## src/design/md4_pkg.sv

```systemverilog
package md4_pkg;

	// one input item: optional message byte plus end flag
	typedef struct packed {
		logic [7:0] data_byte;
		logic       byte_valid;
		logic       end_of_message;
	} in_item_t;

	// one digest word as it leaves the block
	typedef struct packed {
		logic [31:0] digest_word;
		logic [1:0]  word_number;
		logic        last_word;
	} out_item_t;

	localparam logic [31:0] K2 = 32'h5A827999;
	localparam logic [31:0] K3 = 32'h6ED9EBA1;
	localparam logic [31:0] H0 = 32'h67452301;
	localparam logic [31:0] H1 = 32'hefcdab89;
	localparam logic [31:0] H2 = 32'h98badcfe;
	localparam logic [31:0] H3 = 32'h10325476;
	localparam logic [7:0]  PAD_MARK = 8'h80;

	localparam int BLK_WORDS = 16;
	localparam int STEPS     = 48;
	localparam int LEN_POS   = 56;

	// write commands from the front into the block buffer
	typedef struct packed {
		logic        byte_we;
		logic        pad_we;
		logic        pad_mark;
		logic        len_we;
		logic [5:0]  pos;
		logic [7:0]  data;
		logic [63:0] len;
		logic        commit;
		logic        commit_final;
	} blk_wr_t;

	// block buffer status seen by front and back
	typedef struct packed {
		logic wr_free;
		logic head_valid;
		logic head_final;
	} blk_stat_t;

	// message word used by a compression step
	function automatic logic [3:0] msg_index(input logic [5:0] step);
		logic [3:0] j;
		j = step[3:0];
		case (step[5:4])
			2'd0: msg_index = j;
			2'd1: msg_index = {j[1:0], j[3:2]};
			2'd2: msg_index = {j[0], j[1], j[2], j[3]};
			default: msg_index = j;
		endcase
	endfunction

	// rotate amount of a compression step
	function automatic logic [4:0] shift_amt(input logic [5:0] step);
		case (step[5:4])
			2'd0: begin
				case (step[1:0])
					2'd0: shift_amt = 5'd3;
					2'd1: shift_amt = 5'd7;
					2'd2: shift_amt = 5'd11;
					default: shift_amt = 5'd19;
				endcase
			end
			2'd1: begin
				case (step[1:0])
					2'd0: shift_amt = 5'd3;
					2'd1: shift_amt = 5'd5;
					2'd2: shift_amt = 5'd9;
					default: shift_amt = 5'd13;
				endcase
			end
			default: begin
				case (step[1:0])
					2'd0: shift_amt = 5'd3;
					2'd1: shift_amt = 5'd9;
					2'd2: shift_amt = 5'd11;
					default: shift_amt = 5'd15;
				endcase
			end
		endcase
	endfunction

	// round function with the round constant folded in
	function automatic logic [31:0] round_f(input logic [1:0] rnd, input logic [31:0] b,
			input logic [31:0] c, input logic [31:0] d);
		case (rnd)
			2'd0: round_f = d ^ (b & (c ^ d));
			2'd1: round_f = ((b & (c | d)) | (c & d)) + K2;
			default: round_f = (b ^ c ^ d) + K3;
		endcase
	endfunction

	function automatic logic [31:0] rotl32(input logic [31:0] v, input logic [4:0] s);
		logic [63:0] t;
		t = {v, v} << s;
		return t[63:32];
	endfunction

endpackage

```

## src/design/md4_hash_engine.sv

```systemverilog
// MD4 digest engine: takes one item per cycle (an optional message byte and an end
// flag) and, for each finished message, returns four little-endian 32-bit digest
// words in order, word 3 flagged as last, then starts afresh on the next message.
// Bytes are packed into a two-entry 64-byte block buffer; the compression unit
// works each block through a start state, 48 steps and a chaining add, so a
// stream keeps one byte per cycle while the other block entry fills. Ending a
// message takes one or two padding states (pad, then length), then one or two
// compressions (two when fewer than 8 bytes are left after the 0x80 marker),
// then queues the four digest words; input stalls (full) while padding
// or while both block entries wait on the compression unit.
module md4_hash_engine (
	input  logic                clk,
	input  logic                arst_n,
	input  logic                push,
	output logic                full,
	input  md4_pkg::in_item_t   item,
	output logic                empty,
	input  logic                pop,
	output md4_pkg::out_item_t  result
);

	md4_pkg::blk_wr_t   wr;
	md4_pkg::blk_stat_t stat;
	logic               blk_pop;
	logic [3:0]         rd_idx;
	logic [31:0]        rd_word;

	md4_front u_front (
		.clk    (clk),
		.arst_n (arst_n),
		.push   (push),
		.full   (full),
		.item   (item),
		.stat   (stat),
		.wr     (wr)
	);

	md4_blkq u_blkq (
		.clk     (clk),
		.arst_n  (arst_n),
		.wr      (wr),
		.pop     (blk_pop),
		.rd_idx  (rd_idx),
		.stat    (stat),
		.rd_word (rd_word)
	);

	md4_core u_core (
		.clk     (clk),
		.arst_n  (arst_n),
		.stat    (stat),
		.blk_pop (blk_pop),
		.rd_idx  (rd_idx),
		.rd_word (rd_word),
		.empty   (empty),
		.pop     (pop),
		.result  (result)
	);

endmodule

```

## src/design/md4_blkq.sv

```systemverilog
module md4_blkq (
	input  logic              clk,
	input  logic              arst_n,
	input  md4_pkg::blk_wr_t  wr,
	input  logic              pop,
	input  logic [3:0]        rd_idx,
	output md4_pkg::blk_stat_t stat,
	output logic [31:0]       rd_word
);

	logic [31:0] blk_q [2][md4_pkg::BLK_WORDS];
	logic [1:0]  occ_q;
	logic [1:0]  fin_q;
	logic        wr_ptr_q;
	logic        rd_ptr_q;

	// byte lanes, padding and length land in the entry being filled
	always_ff @(posedge clk) begin
		for (int w = 0; w < md4_pkg::BLK_WORDS; w++) begin
			for (int l = 0; l < 4; l++) begin
				if (wr.byte_we && 6'(4 * w + l) == wr.pos)
					blk_q[wr_ptr_q][w][8*l +: 8] <= wr.data;
				if (wr.pad_we) begin
					if (6'(4 * w + l) == wr.pos)
						blk_q[wr_ptr_q][w][8*l +: 8] <= wr.pad_mark ? md4_pkg::PAD_MARK : 8'h00;
					else if (6'(4 * w + l) > wr.pos)
						blk_q[wr_ptr_q][w][8*l +: 8] <= 8'h00;
				end
			end
		end
		if (wr.len_we) begin
			blk_q[wr_ptr_q][md4_pkg::BLK_WORDS-2] <= wr.len[31:0];
			blk_q[wr_ptr_q][md4_pkg::BLK_WORDS-1] <= wr.len[63:32];
		end
	end

	// occupancy and pointers of the two block entries
	always_ff @(posedge clk or negedge arst_n) begin
		if (!arst_n) begin
			occ_q    <= '0;
			fin_q    <= '0;
			wr_ptr_q <= 1'b0;
			rd_ptr_q <= 1'b0;
		end else begin
			if (wr.commit) begin
				occ_q[wr_ptr_q] <= 1'b1;
				fin_q[wr_ptr_q] <= wr.commit_final;
				wr_ptr_q        <= ~wr_ptr_q;
			end
			if (pop) begin
				occ_q[rd_ptr_q] <= 1'b0;
				rd_ptr_q        <= ~rd_ptr_q;
			end
		end
	end

	assign stat.wr_free    = ~occ_q[wr_ptr_q];
	assign stat.head_valid = occ_q[rd_ptr_q];
	assign stat.head_final = fin_q[rd_ptr_q];
	assign rd_word         = blk_q[rd_ptr_q][rd_idx];

endmodule

```

## src/design/md4_front.sv

```systemverilog
module md4_front (
	input  logic                clk,
	input  logic                arst_n,
	input  logic                push,
	output logic                full,
	input  md4_pkg::in_item_t   item,
	input  md4_pkg::blk_stat_t  stat,
	output md4_pkg::blk_wr_t    wr
);

	typedef enum logic [2:0] {
		FS_IDLE = 3'b001,
		FS_PAD  = 3'b010,
		FS_LEN  = 3'b100
	} front_state_t;

	front_state_t state_q;
	logic [63:0]  count_q;
	logic [5:0]   pos;
	logic         accept;
	logic         len_fits;

	assign pos      = count_q[8:3];
	assign full     = (state_q != FS_IDLE) || !stat.wr_free;
	assign accept   = push && !full;
	assign len_fits = pos < 6'(md4_pkg::LEN_POS);

	// buffer write commands
	always_comb begin
		wr      = '0;
		wr.pos  = pos;
		wr.data = item.data_byte;
		wr.len  = count_q;
		case (state_q)
			FS_IDLE: begin
				if (accept && item.byte_valid) begin
					wr.byte_we = 1'b1;
					wr.commit  = (pos == 6'h3F);
				end
			end
			FS_PAD: begin
				if (stat.wr_free) begin
					wr.pad_we       = 1'b1;
					wr.pad_mark     = 1'b1;
					wr.len_we       = len_fits;
					wr.commit       = 1'b1;
					wr.commit_final = len_fits;
				end
			end
			FS_LEN: begin
				if (stat.wr_free) begin
					wr.pos          = '0;
					wr.pad_we       = 1'b1;
					wr.len_we       = 1'b1;
					wr.commit       = 1'b1;
					wr.commit_final = 1'b1;
				end
			end
			default: wr = '0;
		endcase
	end

	// message bit count and padding sequence
	always_ff @(posedge clk or negedge arst_n) begin
		if (!arst_n) begin
			state_q <= FS_IDLE;
			count_q <= '0;
		end else begin
			case (state_q)
				FS_IDLE: begin
					if (accept) begin
						if (item.byte_valid)
							count_q <= count_q + 64'd8;
						if (item.end_of_message)
							state_q <= FS_PAD;
					end
				end
				FS_PAD: begin
					if (stat.wr_free) begin
						if (len_fits) begin
							count_q <= '0;
							state_q <= FS_IDLE;
						end else begin
							state_q <= FS_LEN;
						end
					end
				end
				FS_LEN: begin
					if (stat.wr_free) begin
						count_q <= '0;
						state_q <= FS_IDLE;
					end
				end
				default: state_q <= FS_IDLE;
			endcase
		end
	end

endmodule

```

## src/design/md4_core.sv

```systemverilog
module md4_core (
	input  logic                 clk,
	input  logic                 arst_n,
	input  md4_pkg::blk_stat_t   stat,
	output logic                 blk_pop,
	output logic [3:0]           rd_idx,
	input  logic [31:0]          rd_word,
	output logic                 empty,
	input  logic                 pop,
	output md4_pkg::out_item_t   result
);

	typedef enum logic [3:0] {
		CS_IDLE = 4'b0001,
		CS_RUN  = 4'b0010,
		CS_ADD  = 4'b0100,
		CS_EMIT = 4'b1000
	} core_state_t;

	core_state_t         state_q;
	logic [31:0]         chain_q [4];
	logic [31:0]         a_q, b_q, c_q, d_q;
	logic [5:0]          step_q;
	logic                fin_q;
	logic [1:0]          emit_n_q;
	md4_pkg::out_item_t  ofifo_q [4];
	logic [1:0]          owr_q, ord_q;
	logic [2:0]          ocnt_q;
	logic [31:0]         new_a;
	logic                last_step;
	logic                opush;
	logic                opop;

	// one compression step per cycle
	assign rd_idx    = md4_pkg::msg_index(step_q);
	assign new_a     = md4_pkg::rotl32(a_q + md4_pkg::round_f(step_q[5:4], b_q, c_q, d_q)
		+ rd_word, md4_pkg::shift_amt(step_q));
	assign last_step = (step_q == 6'(md4_pkg::STEPS - 1));
	assign blk_pop   = (state_q == CS_RUN) && last_step;

	assign opush  = (state_q == CS_EMIT) && (ocnt_q != 3'd4);
	assign opop   = pop && !empty;
	assign empty  = (ocnt_q == 3'd0);
	assign result = ofifo_q[ord_q];

	// working registers: roles rotate a, d, c, b every step
	always_ff @(posedge clk) begin
		if (state_q == CS_IDLE) begin
			a_q <= chain_q[0];
			b_q <= chain_q[1];
			c_q <= chain_q[2];
			d_q <= chain_q[3];
		end else if (state_q == CS_RUN) begin
			a_q <= d_q;
			b_q <= new_a;
			c_q <= b_q;
			d_q <= c_q;
		end
		if (opush) begin
			ofifo_q[owr_q].digest_word <= chain_q[emit_n_q];
			ofifo_q[owr_q].word_number <= emit_n_q;
			ofifo_q[owr_q].last_word   <= (emit_n_q == 2'd3);
		end
	end

	// block sequencing, chaining words and digest output
	always_ff @(posedge clk or negedge arst_n) begin
		if (!arst_n) begin
			state_q    <= CS_IDLE;
			chain_q[0] <= md4_pkg::H0;
			chain_q[1] <= md4_pkg::H1;
			chain_q[2] <= md4_pkg::H2;
			chain_q[3] <= md4_pkg::H3;
			step_q     <= '0;
			fin_q      <= 1'b0;
			emit_n_q   <= '0;
			owr_q      <= '0;
			ord_q      <= '0;
			ocnt_q     <= '0;
		end else begin
			case (state_q)
				CS_IDLE: begin
					if (stat.head_valid) begin
						step_q  <= '0;
						fin_q   <= stat.head_final;
						state_q <= CS_RUN;
					end
				end
				CS_RUN: begin
					step_q <= step_q + 6'd1;
					if (last_step)
						state_q <= CS_ADD;
				end
				CS_ADD: begin
					chain_q[0] <= chain_q[0] + a_q;
					chain_q[1] <= chain_q[1] + b_q;
					chain_q[2] <= chain_q[2] + c_q;
					chain_q[3] <= chain_q[3] + d_q;
					emit_n_q   <= '0;
					state_q    <= fin_q ? CS_EMIT : CS_IDLE;
				end
				CS_EMIT: begin
					if (opush) begin
						emit_n_q <= emit_n_q + 2'd1;
						if (emit_n_q == 2'd3) begin
							chain_q[0] <= md4_pkg::H0;
							chain_q[1] <= md4_pkg::H1;
							chain_q[2] <= md4_pkg::H2;
							chain_q[3] <= md4_pkg::H3;
							state_q    <= CS_IDLE;
						end
					end
				end
				default: state_q <= CS_IDLE;
			endcase

			// result queue pointers
			if (opush)
				owr_q <= owr_q + 2'd1;
			if (opop)
				ord_q <= ord_q + 2'd1;
			if (opush && !opop)
				ocnt_q <= ocnt_q + 3'd1;
			else if (opop && !opush)
				ocnt_q <= ocnt_q - 3'd1;
		end
	end

endmodule

```

## config.mk

```make
export PLATFORM = sky130hd
export DESIGN_NAME = md4_hash_engine
export DESIGN_NICKNAME = d
export VERILOG_FILES = /design/src/design/md4_pkg.sv /design/src/design/md4_hash_engine.sv /design/src/design/md4_blkq.sv /design/src/design/md4_front.sv /design/src/design/md4_core.sv
export SDC_FILE = /design/constraint.sdc
export NUM_CORES = 2
export LEC_CHECK = 0
export BUFFER_PORTS_ARGS = -buffer_cell sky130_fd_sc_hd__buf_2
export CORE_MARGIN = 2
export CORE_UTILIZATION = 40
export CTS_CLUSTER_DIAMETER = 100
export DETAILED_ROUTE_END_ITERATION = 8
export SYNTH_ARGS = -nofsm -noshare
export SYNTH_HDL_FRONTEND = slang
export SYNTH_SLANG_ARGS = --single-unit
```

## constraint.sdc

```tcl
create_clock -name clk -period 7.6 [get_ports clk]
set_input_delay 0.38 -clock clk [delete_from_list [all_inputs] [get_ports clk]]
set_output_delay 0.38 -clock clk [all_outputs]
set_load 0.02 [all_outputs]
```

==> run summary <==
endpoints failing setup = 0
Primary FF master, synth = edfxtp_1
fin. max-slew vios = 0
CTS tree = yes
slowest stage delay, CP = 0.60 ns
RSZ-0062 raised after global routing = false
share of the synthesized area in the top cell type = 50.4%
Worst path slowest cell = or4_1
CP top delay family = compound AO/OA/AOI/OAI gates
sequential area share after synthesis = 57.6%
FF-to-FF setup slack = 0.41 ns
Die X = 443 µm
reg2reg path depth = 26
P&R area growth vs syn = 11.6%
Clock Skew = 0.0537 ns
post-layout min period = 7.19 ns
met2 WL = 109,000 µm
Root Driver = clkbuf_16
Highest Clock Rate = 0.139 GHz
most numerous cell in the Yosys netlist = edfxtp_1
Most common cell on crit path = mux2i_1
Worst-Margin Slew = 1.25 ns
Mapped Area = 0.0770 mm²
FF/Latch Area = 0.0443 mm²
post-synth net total = 6,485
# port buffers = 50
Clk pin slew, worst setup/hold paths = 0.06 ns
Overflow after GRT = 0
Area contributors post-synth = edfxtp_1, mux4_2, dfrtp_1
initial antenna violation count = 3
peak fanout along the critical path = 32
overall track demand over capacity in global routing = 22.9%
Commonest cells post-synth = edfxtp_1, nor2_1, nand2_1
CP startpoint kind = flop
Levels on crit path = 26
CTS buffer count = 160
final net count = 6,479
row count = 161
CORE AREA = 0.192 mm²
Longest Clk Path Bufs = 3
Filler cells = 17,234
crit path buf inv count = 5
Yosys cell types = 86
Warnings, synthesis = 0
vias in the first global route = 51,796
final WL = 228,000 µm
largest net degree at the start of global routing = 128
ratio of cells with drive above 1 in the final layout = 14.3%
Hold Fails Final Rpt = 0
ANT nets after route = 0
crit path from = u_core.step_q[5]
number of synthesized flops with an enable pin = 1,292
ANT cells = 0
CP Data Arrival Time = 7.79 ns
asr flop ratio synth = 14.4%
IO Pins = 51
Gate Count Post-Synth = 6,230
initial DRC count = 5,735
top routing layer in use = met5
die area = 0.196 mm²
setup TNS = 0 ns
reg2reg end = u_core.b_q[22]
syn avg cell area = 12.4 µm²
met1 wire length = 93,800 µm
flops & latches, synth = 1,510
Tcrit/Tclk final = 94.6%
Final GP Congestion = 0.927
status = finished, final reports clean
drt pass-1 iters = 6
Vias/cell = 5.94
Clock Latency Late Sink = 0.82 ns
via count = 52,747
global-route wire length before repair = 339,000 µm
CTS Sinks = 1,510
chip height = 443 µm
critical path endpoint = u_core.b_q[22]
H-tree Lvls = 4
wire length on met3 = 16,400 µm
Detailed Place HPWL = 160,000 µm
initial core utilization = 40.1%
CP Class = reg2reg
critical path data required time = 8.19 ns
reg2reg start = u_core.step_q[5]
worst hold start = item[7]
Yosys top cell by area = edfxtp_1
slew margin rel. = 16.2%
area of the multi-input gates = 0.0308 mm²
DR DRC count = 0
WL/cell = 25.7 µm
HP Class = in2reg
max_cap viols = 0
CP endpoint kind = flop
## flip-flops by register name, summed over array words and instances (netlist names)
signal,count
u_blkq.blk_q,1024
u_blkq.fin_q,2
u_blkq.occ_q,2
u_blkq.rd_ptr_q,1
u_blkq.wr_ptr_q,1
u_core.a_q,32
u_core.b_q,32
u_core.c_q,32
u_core.chain_q,128
u_core.d_q,32
u_core.emit_n_q,2
u_core.fin_q,1
u_core.ocnt_q,3
u_core.ofifo_q,140
u_core.ord_q,2
u_core.owr_q,2
u_core.state_q,4
u_core.step_q,6
u_front.count_q,61
u_front.state_q,3
## how the worst min path moves through the flow
stage,end,slack [ns],cells after the start
6_report,u_blkq.blk_q[1][53],0.06,2
5_1_grt,u_blkq.blk_q[0][53],0.06,2
4_1_cts,u_blkq.blk_q[1][53],0.03,2
3_5_place_dp,u_front.count_q[36],0.47,1
3_3_place_gp,u_front.count_q[36],0.46,1
2_1_floorplan,u_blkq.fin_q[0],0.08,0
## logic make-up after synthesis
logic type,after synthesis,synth area share [%]
buffers and inverters,549,2.72
multiplexers,447,11.2
AO/OA/AOI/OAI,1192,9.80
XOR/XNOR,228,2.61
flip-flops,1510,57.6
adder cells (fa/ha/maj),241,4.59
AND/OR/NAND/NOR,2063,11.5
## placed cells by master (no fill, tap or decap), types with 27 or more instances in the layout
cell type / count
nor3_1: 72
clkbuf_1: 32
o21a_1: 34
nand2b_1: 33
o21ai_0: 272
clkbuf_16: 163
buf_4: 123
a221oi_1: 33
or3_1: 38
a211oi_1: 88
o22ai_1: 58
mux2i_1: 95
nor2_1: 859
dfstp_2: 66
xnor2_1: 114
dfrtp_1: 148
clkinv_1: 32
buf_2: 49
edfxtp_1: 1292
and3_1: 27
nand2_1: 699
fa_1: 69
xor2_1: 113
mux4_2: 328
a31oi_1: 84
nor2b_1: 52
nand4_1: 29
inv_1: 188
a21oi_1: 294
nand3_1: 119
nand3b_1: 40
a21o_1: 76
ha_1: 172
## worst register-to-register path, stage by stage (launching register included)
cell and delay [ns]:
dfrtp_1 0.34, inv_1 0.08, ha_1 0.25, a22oi_1 0.43, nor2_1 0.14, a21oi_4 0.26, buf_12 0.27, buf_12 0.26
mux4_2 0.23, nor2b_1 0.23, a211oi_1 0.08, a211oi_1 0.50, a31oi_1 0.20, fa_1 0.56, inv_1 0.05, ha_1 0.27
or4_1 0.60, o211ai_1 0.29, nand2_1 0.20, a21oi_1 0.26, nand2_1 0.08, o311ai_0 0.35, buf_4 0.22, mux2i_1 0.10
mux2i_1 0.25, mux2i_1 0.16, a221oi_1 0.34
## routing by layer
metal,vias up,GRT usage (%)
met5,-,0
met4,2,8.29
met3,436,3.53
met2,2278,37.6
met1,26765,30.9
li1,23266,-
## timing repair
action                                  4_1_cts  5_1_grt
gates resized for setup                       0        9
hold buffers                                  4        0
buffers inserted                              0        0
endpoints found under the hold margin        90        0
endpoints found under the setup margin        0        9
## final cells by class
type | instances | area share, %
timing repair buffer | 191 | 1.75
multi-input combinational | 4171 | 35.8
clock buffer | 200 | 4.97
sequential | 1510 | 51.6
clock inverter | 96 | 1.32
tap | 2526 | 3.68
inverter | 190 | 0.830
## metrics by stage
step / utilization, % / hold WS (ns) / setup WS, ns / instance area [µm²] / cells
2_1_floorplan: - / 0.0844 / 1.05 / 77000 / 6230
3_3_place_gp: 41.9 / 0.458 / 0.536 / 80400 / 8584
3_5_place_dp: 41.9 / 0.466 / 0.402 / 80400 / 8584
4_1_cts: 44.7 / 0.0275 / 0.383 / 85900 / 8884
5_1_grt: 44.7 / 0.0590 / 0.00173 / 85900 / 8884
6_report: 44.7 / 0.0566 / 0.408 / 85900 / 8884
Power is left out: the tool's default activity adds up to more than one toggle a clock period on the data nets, which glitch-free logic cannot reach.
